### config.mk
export PLATFORM = sky130hd
export DESIGN_NAME = irrt_cell
export DESIGN_NICKNAME = d
export VERILOG_FILES = /design/src/hdl/irrt_pkg.sv /design/src/hdl/irrt_cell.sv
export SDC_FILE = /design/constraint.sdc
export NUM_CORES = 1
export LEC_CHECK = 0
export BUFFER_PORTS_ARGS = -buffer_cell sky130_fd_sc_hd__buf_2
export CORE_AREA = 2 2 170 172
export CTS_CLUSTER_DIAMETER = 80
export DETAILED_ROUTE_END_ITERATION = 10
export DIE_AREA = 0 0 172 174
export GPL_TIMING_DRIVEN = 1
export PLACE_DENSITY = 0.59
export SLEW_MARGIN = 20
export SYNTH_ARGS = -nofsm -noshare
export SYNTH_HDL_FRONTEND = slang
export SYNTH_SLANG_ARGS = --single-unit
export TNS_END_PERCENT = 100
### constraint.sdc
create_clock -name clk -period 14 [get_ports clk]
set_input_delay 0.7 -clock clk [delete_from_list [all_inputs] [get_ports clk]]
set_output_delay 0.7 -clock clk [all_outputs]
set_load 0.01 [all_outputs]
### src/hdl/irrt_pkg.sv
// Package for the I/O region reservation table.
// Holds the result status codes and the control struct that the table
// drives into every storage cell. No dependencies.
package irrt_pkg;

  localparam int STATUS_W = 3;

  localparam logic [STATUS_W-1:0] ST_OK      = 3'd0;
  localparam logic [STATUS_W-1:0] ST_OVERLAP = 3'd1;
  localparam logic [STATUS_W-1:0] ST_FULL    = 3'd2;
  localparam logic [STATUS_W-1:0] ST_INVALID = 3'd3;
  localparam logic [STATUS_W-1:0] ST_ENTRY   = 3'd4;
  localparam logic [STATUS_W-1:0] ST_EMPTY   = 3'd5;

  // Per-cycle command to the row of cells.
  typedef struct packed {
    logic cap;     // capture the compare flags against a new request
    logic insert;  // open a slot at the insert point and write the request
    logic rotate;  // move every entry one place toward the head
  } cell_ctl_t;

endpackage

### src/hdl/irrt_cell.sv
// One storage cell of the reservation table: a region's start, end and tag.
// Compares itself against a request, and takes data from its neighbors on
// insert and rotate. Depends on irrt_pkg.
module irrt_cell #(
  parameter int ADDR_WIDTH = 32,
  parameter int TAG_WIDTH  = 8
) (
  input  logic                  clk,
  input  irrt_pkg::cell_ctl_t   ctl,
  input  logic                  occ,
  input  logic                  tail,
  input  logic                  prev_occ,
  input  logic                  prev_lt,
  input  logic [ADDR_WIDTH-1:0] q_start,
  input  logic [ADDR_WIDTH-1:0] q_end,
  input  logic [ADDR_WIDTH-1:0] new_start,
  input  logic [ADDR_WIDTH-1:0] new_end,
  input  logic [TAG_WIDTH-1:0]  new_tag,
  input  logic [ADDR_WIDTH-1:0] prev_start,
  input  logic [ADDR_WIDTH-1:0] prev_end,
  input  logic [TAG_WIDTH-1:0]  prev_tag,
  input  logic [ADDR_WIDTH-1:0] next_start,
  input  logic [ADDR_WIDTH-1:0] next_end,
  input  logic [TAG_WIDTH-1:0]  next_tag,
  input  logic [ADDR_WIDTH-1:0] head_start,
  input  logic [ADDR_WIDTH-1:0] head_end,
  input  logic [TAG_WIDTH-1:0]  head_tag,
  output logic [ADDR_WIDTH-1:0] ent_start,
  output logic [ADDR_WIDTH-1:0] ent_end,
  output logic [TAG_WIDTH-1:0]  ent_tag,
  output logic                  lt,
  output logic                  ovl
);
  import irrt_pkg::*;

  logic [ADDR_WIDTH-1:0] start_r;
  logic [ADDR_WIDTH-1:0] end_r;
  logic [TAG_WIDTH-1:0]  tag_r;
  logic                  lt_r;
  logic                  ovl_r;

  always_ff @(posedge clk) begin
    if (ctl.cap) begin
      lt_r  <= occ && (start_r < q_start);
      ovl_r <= occ && (start_r <= q_end) && (q_start <= end_r);
    end
    if (ctl.insert) begin
      // The insert point is the first cell whose start is not below the
      // request; every occupied cell from there on moves up by one.
      if (prev_lt && !lt_r) begin
        start_r <= new_start;
        end_r   <= new_end;
        tag_r   <= new_tag;
      end else if (prev_occ && !prev_lt) begin
        start_r <= prev_start;
        end_r   <= prev_end;
        tag_r   <= prev_tag;
      end
    end else if (ctl.rotate) begin
      if (tail) begin
        start_r <= head_start;
        end_r   <= head_end;
        tag_r   <= head_tag;
      end else begin
        start_r <= next_start;
        end_r   <= next_end;
        tag_r   <= next_tag;
      end
    end
  end

  assign ent_start = start_r;
  assign ent_end   = end_r;
  assign ent_tag   = tag_r;
  assign lt        = lt_r;
  assign ovl       = ovl_r;

endmodule

After elaboration in Yosys (flattened, before gate mapping)
Index checks and enable logic that the tools add are counted.

Output and inout port bits: 74. Word-level logic and storage cells: 33. Register bits: 74. Input bits: 360.

Order comparisons: 3. Eq/ne operators: 1. Reduce and logical (&&, ||, !) cells: 9. Mux-type cells: 15.

Operators with widths (number): $mux 32 (10); $le 32x32->1 (2); $mux 8 (5); $lt 32x32->1 (1); $logic_and 1x1->1 (5); $ne 3x1->1 const B (1); $logic_not 1->1 (2); $reduce_and 2->1 (1); $reduce_bool 2->1 (1).

Longest topological paths before layout
Depth after elaboration: 5. Gate-level depth with buffers: 8. Depth with buffers taken out: 8.

Worst setup path after synthesis
OpenSTA, ideal clock, no wires.

Path kind: input-to-reg. Start: input port ctl[1] (netlist bit). End: register end_r[0], in the netlist ent_end[0] (enable). Buffers on the path: 2. Setup time: 526 ps. Stages: 4. Path slack: 8650 ps. Data required time: 13474 ps. Arrival time: 4824 ps. Cell sequence: clkbuf_1 -> clkbuf_1 -> nor2_1 -> a21oi_1.

Longest elaborated chain between the ends: 2. Elaborated cells between the ends (all ways): 3. Those cells by class: eq/ne (1); reduce/logical (2).

Ends and longest elaborated chain: start, declared (RTL line irrt_cell.sv:9) `input irrt_pkg::cell_ctl_t ctl,`; $ne 3x1->1 (no source line) or $reduce_bool 2->1 (tied branches); $reduce_and 2->1 (no source line) (*); end signal, assigned (RTL line irrt_cell.sv:52) `end_r <= new_end;`; end signal, assigned (RTL line irrt_cell.sv:56) `end_r <= prev_end;`; end signal, assigned (RTL line irrt_cell.sv:62) `end_r <= head_end;`; end, declared (RTL line irrt_cell.sv:37) `logic [ADDR_WIDTH-1:0] end_r;`.

Every way passes the cells marked *; elsewhere a longest branch is shown, timed or not. A chain may end at the register's enable or synchronous reset.

Worst setup path in the final report
Start: input port prev_lt. End: register start_r[24], in the netlist ent_start[24] (data pin).

Longest elaborated chain between the ends: 3.

Ends and longest elaborated chain: start, declared (RTL line irrt_cell.sv:13) `input logic prev_lt,`; $logic_and 1x1->1 (RTL line irrt_cell.sv:50) `if (prev_lt && !lt_r) begin`; $mux 32 (RTL line irrt_cell.sv:50); $mux 32 (RTL line irrt_cell.sv:47) `if (ctl.insert) begin`; end signal, assigned (RTL line irrt_cell.sv:51) `start_r <= new_start;`; end signal, assigned (RTL line irrt_cell.sv:55) `start_r <= prev_start;`; end signal, assigned (RTL line irrt_cell.sv:61) `start_r <= head_start;`; end, declared (RTL line irrt_cell.sv:36) `logic [ADDR_WIDTH-1:0] start_r;`.

No other way between the ends.

==> impl_metrics.tcl <==
set metrics [dict create \
    status "complete, no violations" \
    synth-xor-area-share_pct 0 \
    worstMarginPinSlew_ns 0.793 \
    ys_types 41 \
    drc 0 \
    combinationalPowerShare_pct 30.7 \
    overflow 0 \
    io_buffers 433 \
    dieArea_um2 29900 \
    vias 7032 \
    critPathKind "input pin to register" \
    cp_slowest_cell "buf_4" \
    clock-root-buffer "clkbuf_16" \
    cp_num_cells 7 \
    synth_fp_nets 1206 \
    drt_iter0_drc 263 \
    cts_resized 0 \
    drt-total-wl_um 26000 \
    crit_path_end_kind "register" \
    synth_simple_gate_area_share_pct 13.1 \
    synth_flop_cell "edfxtp_1" \
    power_leakage_uw 0.00483 \
    design.portCount 434 \
    synth_area_leaders "edfxtp_1 32%, ha_1 17%, mux2i_1 10%" \
    clkLatencyLatePin_ns 0.34 \
    n_antenna_cell 0 \
    hold_viol 0 \
    grt_pass1_wl_um 37600 \
    startpoint_type "input pin" \
    rsz0062_at_grt "no" \
    path_clk_slew_ns 0.07 \
    start_util_pct 24.5 \
    syn-cell-area_um2 6910 \
    yosysSeqAreaShare_pct 32.2 \
    fin_crit_ns 2.52 \
    yosysWarnings 0 \
    grt_max_degree 83 \
    hpwlAfterDp_um 21900 \
    htreeDepth 3 \
    synth_top_area_share_pct 32.2 \
    crit_arrival_ns 2.58 \
    max-cap-violations 0 \
    routedWlPerCell_um 16.8 \
    setup_viol 0 \
    place_congestion 0.869 \
    ys_ff_latch 74 \
    p_switching_uw 264 \
    power_frac_clock_pct 33.7 \
    cts_buffer_depth 2 \
    grt_pass1_vias 6871 \
    area_growth_pct 41.8 \
    synth_edf_count 74 \
    dieHeight_um 174 \
    swShare_pct 31.6 \
    final_common_cell "buf_2" \
    fmax_mhz 396 \
    async_reset_ff_share_pct 0 \
    die_x_um 172 \
    cts_setup_buffers 0 \
    finalCritPeriodShare_pct 18.0 \
    cts_buffers 9 \
    rows 62 \
    hold_class "input pin to register" \
    layout_common_cells "431 x buf_2, 109 x a21oi_1, 99 x inv_1, 95 x ha_1, 76 x a211oi_1" \
    rr_worst_depth 5 \
    antenna_left 0 \
    synth_top_family_by_area "compound AO/OA/AOI/OAI gates" \
    syn_inst 751 \
    grt_util_all_layers_pct 16.7 \
    dr.pass1.iters 4 \
    pwr-share-seq_pct 35.6 \
    vdd_drop_max_v 0.0000561 \
    min_path_cells 1 \
    max-slew-margin-rel_pct 47.1 \
    cts_tree "done" \
    antenna_found_initial 2 \
    yosysTopAreaCell "edfxtp_1" \
    fin_nets 1617 \
    preCtsSetupSlack_ns 11.02 \
    crit_required_ns 14.06 \
    synth_fa_ha_area_share_pct 17.2 \
    drive_gt1_share_pct 39.6 \
    fin_ws_ns 11.48 \
    finalPower_uw 834 \
    path_cells "buf_2 > inv_1 > nor2_4 > buf_4 > buf_4 > mux2i_1 > a21oi_1" \
    core_um2 28200 \
    synth-compound-area-share_pct 19.4 \
    cp_max_fo 40 \
    skew_ns 0.0115 \
    hold_buffers 0 \
    crit_buf_inv 4 \
    via_per_inst 4.53 \
    muxShareOfSynthArea_pct 10.4 \
    fin_setup_tns_ns 0 \
    slew_viol_final 0 \
    avgSynthCellArea_um2 9.20 \
    cts.sinks 74 \
    internal_power_uw 570 \
    cp_common_cell "buf_4" \
    utilization_pct 34.7 \
    max_stage_delay_ns 0.69 \
    p_per_area_nw_per_um2 85.2 \
    crit_family "buffers and inverters" \
]
-- layer usage --
metal,vias up,GRT usage (%),share of wire [%]
met5,-,0,0.069
met4,2,3.61,1.5
met3,20,3.12,6.1
met2,263,29.1,48
met1,3169,21.3,45
li1,3578,-,-
-- cells by family (layout without fill, tap and decap cells) --
group                      count (synthesis)  in the layout
AOI/OAI and AO/OA                        220            220
and+or+nand+nor                          152            152
buffers and inverters                    138            554
adders and majority gates                 95             95
DFF                                       74             74
muxes                                     72             72
-- worst reg2reg max path, cell delays in order, from the launching register on --
cell,delay [ns]
edfxtp_1,0.46
nor2_4,0.12
buf_4,0.53
buf_4,0.70
mux2i_1,0.32
a21oi_1,0.09
-- worst paths after layout --
path                                     from             to  slack, ns
worst max-delay path                  prev_lt  ent_start[24]      11.48
worst min register to register  ent_start[22]             lt       1.03
worst min-delay path                   ctl[2]             lt       0.63
worst max register to register             lt  ent_start[24]      11.50
-- sequential cells by signal (all words and copies together) (netlist names) --
| name | count |
|---|---|
| lt | 1 |
| ent_start | 32 |
| ovl | 1 |
| ent_tag | 8 |
| ent_end | 32 |
-- cell type report --
cell class / instances / area [um^2]
Sequential cell: 74 / 2220
Inverter: 99 / 372
Tap cell: 384 / 480
Timing Repair Buffer: 439 / 2220
Clock buffer: 10 / 229
Clock inverter: 6 / 113
Multi-Input combinational cell: 539 / 4170
Fill cell: 3033 / 18400
-- power by group through the flow --
stage          logic, uW  clock network [uW]  registers, uW
6_report             256                 281            297
3_3_place_gp         252                   0            303
3_5_place_dp         259                   0            303
4_1_cts              260                 293            298
5_1_grt              290                 298            301
2_1_floorplan        134                   0            306
-- cell usage after synthesis (all sizes together), types with 4 or more instances --
cell / n
nand2: 24
nand3: 11
a211oi: 76
ha: 95
nand4: 16
nor3: 4
edfxtp: 74
nor4: 4
clkbuf: 25
nor2: 12
mux2i: 72
inv: 99
a21oi: 110
buf: 14
nor2b: 74
a21o: 8
o21ai: 17
-- through the flow --
| step | instances | hold WS (ns) | area (um^2) |
|---|---|---|---|
| floorplan | 751 | 0.812 | 6910 |
| global placement | 1535 | 0.992 | 9460 |
| detailed placement | 1535 | 0.978 | 9460 |
| CTS | 1551 | 0.612 | 9800 |
| global route | 1551 | 0.624 | 9800 |
| finish | 1551 | 0.629 | 9800 |
Power figures use the tool's default switching activity.
